`src/rtl/core/smtt_pkg.sv`:
```
// Shared types and codes of the scheduled message timer table.
// Depends on nothing; used by the top level, smtt_head, the checker and the testbench.
package smtt_pkg;

  localparam logic [1:0] CMD_TICK     = 2'd0;
  localparam logic [1:0] CMD_SCHEDULE = 2'd1;
  localparam logic [1:0] CMD_CANCEL   = 2'd2;
  localparam logic [1:0] CMD_QUERY    = 2'd3;

  localparam logic [2:0] ST_IDLE      = 3'd0;
  localparam logic [2:0] ST_FIRED     = 3'd1;
  localparam logic [2:0] ST_SCHEDULED = 3'd2;
  localparam logic [2:0] ST_FULL      = 3'd3;
  localparam logic [2:0] ST_CANCELLED = 3'd4;
  localparam logic [2:0] ST_QUERY     = 3'd5;

  typedef struct packed {
    logic [1:0]  command;
    logic [15:0] msg_id;
    logic [31:0] msg_handle;
    logic        target_core;
    logic [23:0] delay_ticks;
  } in_t;

  typedef struct packed {
    logic [2:0]  status;
    logic [15:0] fired_id;
    logic [31:0] fired_handle;
    logic        fired_core;
    logic        found;
    logic [4:0]  busy_count;
    logic        last;
  } out_t;

  typedef struct packed {
    logic       scan;
    logic [1:0] cmd;
    logic       placed;
  } head_ctrl_t;

  typedef struct packed {
    logic fire;
    logic busy;
    logic hit;
    logic place;
  } head_flags_t;

endpackage

```
`src/rtl/core/scheduled_message_timer_table.sv`:
```
// Top level of the scheduled message timer table: ring of slot cells, head update, control.
// Depends on smtt_pkg, smtt_cell and smtt_head.

// The slots form a ring that rotates one slot per cycle past a single head update unit
// while a command is in work, and every command makes one full rotation in the scan
// state. A schedule, cancel, query or a tick that fires nothing then has its one beat
// loaded into the output register from the finish state, and the next command is accepted
// once that beat is loaded. A tick that fires messages makes a second rotation to hand out
// one beat per fired slot in slot order; the ring holds while a fired beat waits, and the
// next command is accepted once that second rotation ends.
// No clearing pass is needed after reset.
module scheduled_message_timer_table #(
  parameter int SLOTS      = 16,
  parameter int DELAY_BITS = 24,
  parameter int ID_BITS    = 16
) (
  input  logic           clk,
  input  logic           rst_n,
  input  logic           in_valid,
  output logic           in_ready,
  input  smtt_pkg::in_t  in_data,
  output logic           out_valid,
  input  logic           out_ready,
  output smtt_pkg::out_t out_data
);

  localparam int POS_W = (SLOTS > 1) ? $clog2(SLOTS) : 1;
  localparam int CNT_W = $clog2(SLOTS + 1);

  typedef enum logic [1:0] {
    S_IDLE,
    S_SCAN,
    S_EMIT,
    S_FINISH
  } state_t;

  state_t                state_r, state_nxt;
  logic [POS_W-1:0]      pos_r, pos_nxt;
  logic [CNT_W-1:0]      busy_r, busy_nxt;
  logic [CNT_W-1:0]      fire_r, fire_nxt;
  logic                  hit_r, hit_nxt;
  logic                  placed_r, placed_nxt;
  logic                  out_valid_r, out_valid_nxt;
  smtt_pkg::out_t        out_data_r, out_data_nxt;

  logic [1:0]            cmd_r;
  logic [ID_BITS-1:0]    id_r;
  logic [31:0]           handle_r;
  logic                  core_r;
  logic [DELAY_BITS-1:0] delay_r;

  logic [ID_BITS+15:0]   in_id_ext;
  logic [DELAY_BITS+23:0] in_delay_ext;
  logic [DELAY_BITS-1:0] in_delay;

  logic                  busy_q   [SLOTS];
  logic                  pend_q   [SLOTS];
  logic [DELAY_BITS-1:0] cd_q     [SLOTS];
  logic [ID_BITS-1:0]    id_q     [SLOTS];
  logic [31:0]           handle_q [SLOTS];
  logic                  core_q   [SLOTS];

  logic                  h_busy, h_pend, h_core;
  logic [DELAY_BITS-1:0] h_cd;
  logic [ID_BITS-1:0]    h_id;
  logic [31:0]           h_handle;

  smtt_pkg::head_ctrl_t  ctrl;
  smtt_pkg::head_flags_t flags;

  logic                  shift;
  logic                  can_load;
  logic                  at_end;
  logic [CNT_W-1:0]      fire_sum;
  logic [CNT_W+4:0]      busy_ext;
  logic [ID_BITS+15:0]   fired_id_ext;

  assign in_id_ext    = {{ID_BITS{1'b0}}, in_data.msg_id};
  assign in_delay_ext = {{DELAY_BITS{1'b0}}, in_data.delay_ticks};
  assign in_delay     = in_delay_ext[DELAY_BITS-1:0];

  assign ctrl.scan   = (state_r == S_SCAN);
  assign ctrl.cmd    = cmd_r;
  assign ctrl.placed = placed_r;

  assign can_load = !out_valid_r || out_ready;
  assign at_end   = (pos_r == POS_W'(SLOTS - 1));
  assign fire_sum = fire_r + CNT_W'(flags.fire);
  assign busy_ext = {5'd0, busy_r};
  assign fired_id_ext = {16'd0, id_q[0]};

  always_comb begin
    case (state_r)
      S_SCAN:  shift = 1'b1;
      S_EMIT:  shift = !pend_q[0] || can_load;
      default: shift = 1'b0;
    endcase
  end

  smtt_head #(
    .DELAY_BITS (DELAY_BITS),
    .ID_BITS    (ID_BITS)
  ) u_head (
    .ctrl       (ctrl),
    .cmd_id     (id_r),
    .cmd_handle (handle_r),
    .cmd_core   (core_r),
    .cmd_delay  (delay_r),
    .busy_i     (busy_q[0]),
    .cd_i       (cd_q[0]),
    .id_i       (id_q[0]),
    .handle_i   (handle_q[0]),
    .core_i     (core_q[0]),
    .busy_o     (h_busy),
    .pend_o     (h_pend),
    .cd_o       (h_cd),
    .id_o       (h_id),
    .handle_o   (h_handle),
    .core_o     (h_core),
    .flags      (flags)
  );

  for (genvar i = 0; i < SLOTS; i++) begin : g_cell
    logic                  nb_busy, nb_pend, nb_core;
    logic [DELAY_BITS-1:0] nb_cd;
    logic [ID_BITS-1:0]    nb_id;
    logic [31:0]           nb_handle;

    if (i == SLOTS - 1) begin : g_tail
      assign nb_busy   = h_busy;
      assign nb_pend   = h_pend;
      assign nb_cd     = h_cd;
      assign nb_id     = h_id;
      assign nb_handle = h_handle;
      assign nb_core   = h_core;
    end else begin : g_mid
      assign nb_busy   = busy_q[i+1];
      assign nb_pend   = pend_q[i+1];
      assign nb_cd     = cd_q[i+1];
      assign nb_id     = id_q[i+1];
      assign nb_handle = handle_q[i+1];
      assign nb_core   = core_q[i+1];
    end

    smtt_cell #(
      .DELAY_BITS (DELAY_BITS),
      .ID_BITS    (ID_BITS)
    ) u_cell (
      .clk      (clk),
      .rst_n    (rst_n),
      .shift    (shift),
      .busy_i   (nb_busy),
      .pend_i   (nb_pend),
      .cd_i     (nb_cd),
      .id_i     (nb_id),
      .handle_i (nb_handle),
      .core_i   (nb_core),
      .busy_o   (busy_q[i]),
      .pend_o   (pend_q[i]),
      .cd_o     (cd_q[i]),
      .id_o     (id_q[i]),
      .handle_o (handle_q[i]),
      .core_o   (core_q[i])
    );
  end

  always_comb begin
    state_nxt     = state_r;
    pos_nxt       = pos_r;
    busy_nxt      = busy_r;
    fire_nxt      = fire_r;
    hit_nxt       = hit_r;
    placed_nxt    = placed_r;
    out_valid_nxt = out_valid_r && !out_ready;
    out_data_nxt  = out_data_r;
    case (state_r)
      S_IDLE: begin
        if (in_valid) begin
          state_nxt  = S_SCAN;
          pos_nxt    = '0;
          busy_nxt   = '0;
          fire_nxt   = '0;
          hit_nxt    = 1'b0;
          placed_nxt = 1'b0;
        end
      end
      S_SCAN: begin
        busy_nxt   = busy_r + CNT_W'(flags.busy);
        fire_nxt   = fire_sum;
        hit_nxt    = hit_r || flags.hit;
        placed_nxt = placed_r || flags.place;
        pos_nxt    = pos_r + 1'b1;
        if (at_end) begin
          pos_nxt = '0;
          if (cmd_r == smtt_pkg::CMD_TICK && fire_sum != '0) begin
            state_nxt = S_EMIT;
          end else begin
            state_nxt = S_FINISH;
          end
        end
      end
      S_EMIT: begin
        if (pend_q[0] && can_load) begin
          out_valid_nxt             = 1'b1;
          out_data_nxt              = '0;
          out_data_nxt.status       = smtt_pkg::ST_FIRED;
          out_data_nxt.fired_id     = fired_id_ext[15:0];
          out_data_nxt.fired_handle = handle_q[0];
          out_data_nxt.fired_core   = core_q[0];
          out_data_nxt.busy_count   = busy_ext[4:0];
          out_data_nxt.last         = (fire_r == CNT_W'(1));
          fire_nxt                  = fire_r - 1'b1;
        end
        if (shift) begin
          pos_nxt = pos_r + 1'b1;
          if (at_end) begin
            pos_nxt   = '0;
            state_nxt = S_IDLE;
          end
        end
      end
      S_FINISH: begin
        if (can_load) begin
          out_valid_nxt           = 1'b1;
          out_data_nxt            = '0;
          out_data_nxt.busy_count = busy_ext[4:0];
          out_data_nxt.last       = 1'b1;
          case (cmd_r)
            smtt_pkg::CMD_TICK:     out_data_nxt.status = smtt_pkg::ST_IDLE;
            smtt_pkg::CMD_SCHEDULE: out_data_nxt.status =
                                      placed_r ? smtt_pkg::ST_SCHEDULED : smtt_pkg::ST_FULL;
            smtt_pkg::CMD_CANCEL:   out_data_nxt.status = smtt_pkg::ST_CANCELLED;
            default: begin
              out_data_nxt.status = smtt_pkg::ST_QUERY;
              out_data_nxt.found  = hit_r;
            end
          endcase
          state_nxt = S_IDLE;
        end
      end
      default: state_nxt = S_IDLE;
    endcase
  end

  always_ff @(posedge clk) begin
    if (!rst_n) begin
      state_r     <= S_IDLE;
      out_valid_r <= 1'b0;
    end else begin
      state_r     <= state_nxt;
      out_valid_r <= out_valid_nxt;
    end
    pos_r      <= pos_nxt;
    busy_r     <= busy_nxt;
    fire_r     <= fire_nxt;
    hit_r      <= hit_nxt;
    placed_r   <= placed_nxt;
    out_data_r <= out_data_nxt;
    if (state_r == S_IDLE && in_valid) begin
      cmd_r    <= in_data.command;
      id_r     <= in_id_ext[ID_BITS-1:0];
      handle_r <= in_data.msg_handle;
      core_r   <= in_data.target_core;
      delay_r  <= (in_delay == '0) ? DELAY_BITS'(1) : in_delay;
    end
  end

  assign in_ready  = (state_r == S_IDLE);
  assign out_valid = out_valid_r;
  assign out_data  = out_data_r;

endmodule

```
`src/rtl/core/smtt_cell.sv`:
```
// One timer slot of the ring: busy and pending flags, countdown, id, handle, core.
// Depends on nothing; instantiated SLOTS times by the top level.
module smtt_cell #(
  parameter int DELAY_BITS = 24,
  parameter int ID_BITS    = 16
) (
  input  logic                  clk,
  input  logic                  rst_n,
  input  logic                  shift,
  input  logic                  busy_i,
  input  logic                  pend_i,
  input  logic [DELAY_BITS-1:0] cd_i,
  input  logic [ID_BITS-1:0]    id_i,
  input  logic [31:0]           handle_i,
  input  logic                  core_i,
  output logic                  busy_o,
  output logic                  pend_o,
  output logic [DELAY_BITS-1:0] cd_o,
  output logic [ID_BITS-1:0]    id_o,
  output logic [31:0]           handle_o,
  output logic                  core_o
);

  logic                  busy_r;
  logic                  pend_r;
  logic [DELAY_BITS-1:0] cd_r;
  logic [ID_BITS-1:0]    id_r;
  logic [31:0]           handle_r;
  logic                  core_r;

  always_ff @(posedge clk) begin
    if (!rst_n) begin
      busy_r <= 1'b0;
      pend_r <= 1'b0;
    end else if (shift) begin
      busy_r <= busy_i;
      pend_r <= pend_i;
    end
  end

  always_ff @(posedge clk) begin
    if (shift) begin
      cd_r     <= cd_i;
      id_r     <= id_i;
      handle_r <= handle_i;
      core_r   <= core_i;
    end
  end

  assign busy_o   = busy_r;
  assign pend_o   = pend_r;
  assign cd_o     = cd_r;
  assign id_o     = id_r;
  assign handle_o = handle_r;
  assign core_o   = core_r;

endmodule

```
`src/rtl/core/smtt_head.sv`:
```
// Slot update applied at the head of the ring as each slot passes by.
// Depends on smtt_pkg for command codes and the control and flag structs.
module smtt_head #(
  parameter int DELAY_BITS = 24,
  parameter int ID_BITS    = 16
) (
  input  smtt_pkg::head_ctrl_t  ctrl,
  input  logic [ID_BITS-1:0]    cmd_id,
  input  logic [31:0]           cmd_handle,
  input  logic                  cmd_core,
  input  logic [DELAY_BITS-1:0] cmd_delay,
  input  logic                  busy_i,
  input  logic [DELAY_BITS-1:0] cd_i,
  input  logic [ID_BITS-1:0]    id_i,
  input  logic [31:0]           handle_i,
  input  logic                  core_i,
  output logic                  busy_o,
  output logic                  pend_o,
  output logic [DELAY_BITS-1:0] cd_o,
  output logic [ID_BITS-1:0]    id_o,
  output logic [31:0]           handle_o,
  output logic                  core_o,
  output smtt_pkg::head_flags_t flags
);

  logic [DELAY_BITS-1:0] cd_dec;
  logic                  id_match;

  assign cd_dec   = cd_i - 1'b1;
  assign id_match = busy_i && (id_i == cmd_id);

  always_comb begin
    busy_o   = busy_i;
    pend_o   = 1'b0;
    cd_o     = cd_i;
    id_o     = id_i;
    handle_o = handle_i;
    core_o   = core_i;
    flags    = '0;
    if (ctrl.scan) begin
      case (ctrl.cmd)
        smtt_pkg::CMD_TICK: begin
          if (busy_i) begin
            cd_o = cd_dec;
            if (cd_dec == '0) begin
              busy_o     = 1'b0;
              pend_o     = 1'b1;
              flags.fire = 1'b1;
            end
          end
        end
        smtt_pkg::CMD_SCHEDULE: begin
          if (!busy_i && !ctrl.placed) begin
            busy_o      = 1'b1;
            cd_o        = cmd_delay;
            id_o        = cmd_id;
            handle_o    = cmd_handle;
            core_o      = cmd_core;
            flags.place = 1'b1;
          end
        end
        smtt_pkg::CMD_CANCEL: begin
          if (id_match) begin
            busy_o = 1'b0;
          end
        end
        default: begin
          flags.hit = id_match;
        end
      endcase
      flags.busy = busy_o;
    end
  end

endmodule

```
`config.mk`:
```
export PLATFORM = sky130hd
export DESIGN_NAME = scheduled_message_timer_table
export DESIGN_NICKNAME = d
export VERILOG_FILES = /design/src/rtl/core/smtt_pkg.sv /design/src/rtl/core/scheduled_message_timer_table.sv /design/src/rtl/core/smtt_cell.sv /design/src/rtl/core/smtt_head.sv
export SDC_FILE = /design/constraint.sdc
export NUM_CORES = 1
export LEC_CHECK = 0
export BUFFER_PORTS_ARGS = -buffer_cell sky130_fd_sc_hd__buf_2
export CORE_UTILIZATION = 40
export CTS_CLUSTER_DIAMETER = 200
export DETAILED_ROUTE_END_ITERATION = 10
export PLACE_DENSITY = 0.52
export SYNTH_ARGS = -nofsm -noshare
export SYNTH_HDL_FRONTEND = slang
export SYNTH_SLANG_ARGS = --single-unit
```
`constraint.sdc`:
```
create_clock -name clk -period 43.4 [get_ports clk]
set_clock_uncertainty 0.1 [all_clocks]
set_input_delay 0 -clock clk [delete_from_list [all_inputs] [get_ports clk]]
set_output_delay 0 -clock clk [all_outputs]
set_load 0.01 [all_outputs]
```
==> run_results.csv <==
group,metric,value,unit
sta,hold_viol_final,0,
die,rows,121,
sta,slew_violations,0,
critical_path,reg2reg_depth,10,
global_routing,grt_pass1_vias,18800,
die,coreArea,109000,sq um
critical_path,cp_max_fo,122,
sta,fin_crit,6.37,ns
synth,syn_nets,2094,
detailed_routing,dr_total_vias,18700,
critical_path,worstPathArrival,6.60,ns
synth,async_flop_share,0,
job,cap_violations,0,
layout,syn2layout_area_growth,19.3,%
hold_path,hp-start,"in_data[14]",
synth,avgSynthCellArea,22.2,sq um
placement,gp_congestion,0.828,
critical_path,start_kind,"flip-flop",
clocking,cts_setup_buffers,0,
clocking,cts_tree,"yes",
placement,dpl_cell_area,46800,sq um
detailed_routing,drt-initial-drc-count,1902,
critical_path,crit_required,43.63,ns
critical_path,slowest_delay,0.97,ns
detailed_routing,wl_per_cell,18.1,um
layout,seq_area,40300,sq um
critical_path,r2r-end,"g_cell[9].u_cell.handle_o[17]",
clocking,clockBufferDepth,3,
global_routing,antenna_found_initial,6,
synth,post-synth-top-count-cell,"edfxtp_1",
critical_path,reg2reg_slack,37.03,ns
critical_path,path_buf_inv,7,
critical_path,critPathKind,"reg -> reg",
layout,nFillCells,8891,
layout,antenna_cells,0,
die,die_h,335,um
synth,synth_edf_count,1318,
synth,netlist_instances,1997,
layout,post-route-cell-area,52900,sq um
detailed_routing,firstDrtPassIters,5,
critical_path,crit_path_frequent_cell,"buf_4",
sta,period_share,0.147,
synth,ys_seq_area_frac,0.908,
synth,synth_top_area_frac,0.892,
layout,multi_input_area,3760,sq um
detailed_routing,postRouteAntennaNets,0,
global_routing,gr-usage-all-layers,0.130,
synth,yosysWarnings,0,
power_and_ir_drop,p_leak,17.1,nW
hold_path,whs_endpoint,"delay_r[14]",
power_and_ir_drop,power-per-cell-area,66.4,nW/um^2
placement,port_buffers,139,
critical_path,cp_slowest_cell,"buf_4",
synth,synth_ff_type,"edfxtp_1",
global_routing,grt_pass1_wl,112000,um
placement,dpl_worst_slack,36.90,ns
detailed_routing,wirelength,71700,um
layout,post-route-util,0.484,
layout,layout.nets,2477,
layout,final_layout_size_suffix_gt1_frac,0.164,
clocking,cts_buffers,142,
clocking,path_clk_slew,0.06,ns
global_routing,grt_max_degree,178,
critical_path,end_kind,"flip-flop",
critical_path,path_delay_family,"buffers and inverters",
sta,rsz0062_at_grt,"false",
die,die_x,335,um
sta,setup_slack,37.03,ns
die,die_area,112000,sq um
synth,synth_area,44400,sq um
power_and_ir_drop,vdd_drop_max,0.0403,mV
global_routing,grt.overflow.total,0,
power_and_ir_drop,power,0.00352,W
sta,setup_violations,0,
clocking,ctsHoldBuffers,155,
detailed_routing,drc,0,
sta,max_freq,157,MHz
run_status,status,"finished, final reports clean",
clocking,cts_sinks,1353,
critical_path,r2r-start,"state_r[0]",
clocking,post_cts_resized,0,
sta,slew_headroom,0.245,
synth,ys_types,64,
synth,synth_common_cells,"edfxtp_1 (1,318), nand2_1 (92), clkbuf_1 (70)",
critical_path,crit_cells,10,
critical_path,cp_cell_sequence,"inv_1, ha_1, a21boi_0, o21ai_2, buf_4, inv_8, buf_4, buf_4, buf_4, buf_4",
synth,netlist_top_cells_area,"edfxtp_1 (89%), dfxtp_1 (1.6%), nor2b_1 (0.82%)",
clocking,cts.htree.levels,4,
clocking,cts-root-buf,"clkbuf_16",
hold_path,hold_class,"in -> reg",
synth,ys_ff_latch,1353,
synth,yosysTopAreaCell,"edfxtp_1",
die,start_util,0.405,
detailed_routing,vias_per_cell,4.73,
sta,tightest_slew,1.12,ns
clocking,insertion_delay,0.73,ns
sta,setup-tns-final,0,ns
hold_path,min_path_cells,2,
placement,dpl.hpwl,37200,um
die,ios,140,
placed cells by master (no fill, tap or decap), types with 7 or more instances in the layout:
cell type	count
o21ai_0	44
dlygate4sd3_1	155
mux2_1	18
and2_1	7
dfxtp_1	35
inv_1	17
xnor2_1	23
a21oi_1	24
clkinv_2	18
buf_2	139
a22o_1	9
buf_4	20
clkbuf_1	28
xor2_1	10
a21boi_0	31
clkbuf_16	145
a221oi_1	7
clkinv_1	30
mux2_2	31
a22oi_1	9
nor2b_1	58
nor3_1	13
nand3_1	12
nand4_1	10
nor2_1	35
bufinv_16	11
ha_1	17
nor4_1	11
o21ai_1	7
edfxtp_1	1318
nand2_1	92
cell families (layout without fill, tap and decap cells):
group,count (synthesis),after routing,share of synthesized area
AO/OA/AOI/OAI,173,173,0.0259
XOR/XNOR,33,33,0.00651
adder cells (fa/ha/maj),18,18,0.00508
buffers and inverters,95,587,0.00840
flip-flops,1353,1353,0.908
multiplexers,51,51,0.0129
AND/OR/NAND/NOR,274,274,0.0334
worst max path at each step:
stage                           from  slack, ns                             end
after global routing      state_r[0]      36.42   g_cell[7].u_cell.handle_o[19]
final                     state_r[0]      37.03   g_cell[9].u_cell.handle_o[17]
after CTS                 state_r[0]      36.92   g_cell[5].u_cell.handle_o[17]
after global placement    state_r[0]      37.16  g_cell[10].u_cell.handle_o[17]
after floorplan           state_r[0]       8.72        g_cell[0].u_cell.cd_o[0]
after detailed placement  state_r[0]      36.90  g_cell[10].u_cell.handle_o[19]
flip-flops by register name, summed over array words and instances (netlist names), 2 cells and up:
| name | cells |
|---|---|
| pos_r | 4 |
| handle_r | 32 |
| g_cell.u_cell.core_o | 16 |
| g_cell.u_cell.id_o | 256 |
| g_cell.u_cell.pend_o | 16 |
| out_data | 59 |
| fire_r | 5 |
| cmd_r | 2 |
| delay_r | 24 |
| state_r | 2 |
| g_cell.u_cell.handle_o | 512 |
| g_cell.u_cell.busy_o | 16 |
| id_r | 16 |
| busy_r | 5 |
| g_cell.u_cell.cd_o | 384 |
layer usage:
metal,routed length [um],up-vias,global-route usage
met5,13,-,0
met4,2200,2,0.0577
met3,3820,162,0.0334
met1,34700,9582,0.193
li1,-,8601,-
met2,31000,396,0.181
final cells by class:
cell class,count,share of cell area
clock buffers,177,0.0716
clock inverters,76,0.0145
inverters,19,0.00149
multi-input cells,549,0.0710
flip-flops and latches,1353,0.761
well taps,1476,0.0349
repair buffers,315,0.0457
metrics by stage:
step / std cells / hold WS, ns
floorplan: 1997 / -0.00113
global placement: 3557 / 0.0764
detailed placement: 3557 / 0.0781
CTS: 3965 / 0.0134
global route: 3965 / 0.0459
finish: 3965 / 0.0817
worst reg2reg max path, cell delays in order (launching register included):
cell and delay [ns]:
dfxtp_1 0.36, inv_1 0.10, ha_1 0.40, a21boi_0 0.28, o21ai_2 0.07, buf_4 0.26, inv_8 0.58, buf_4 0.85
buf_4 1.01, buf_4 0.92, buf_4 0.97
report_power, final:
part / internal, W / switching [W]
Clock: 0.000688 / 0.000486
Combinational: 0.0000774 / 0.000260
Sequential: 0.00190 / 0.000107
Note: power is estimated with default switching activity, not from simulation.
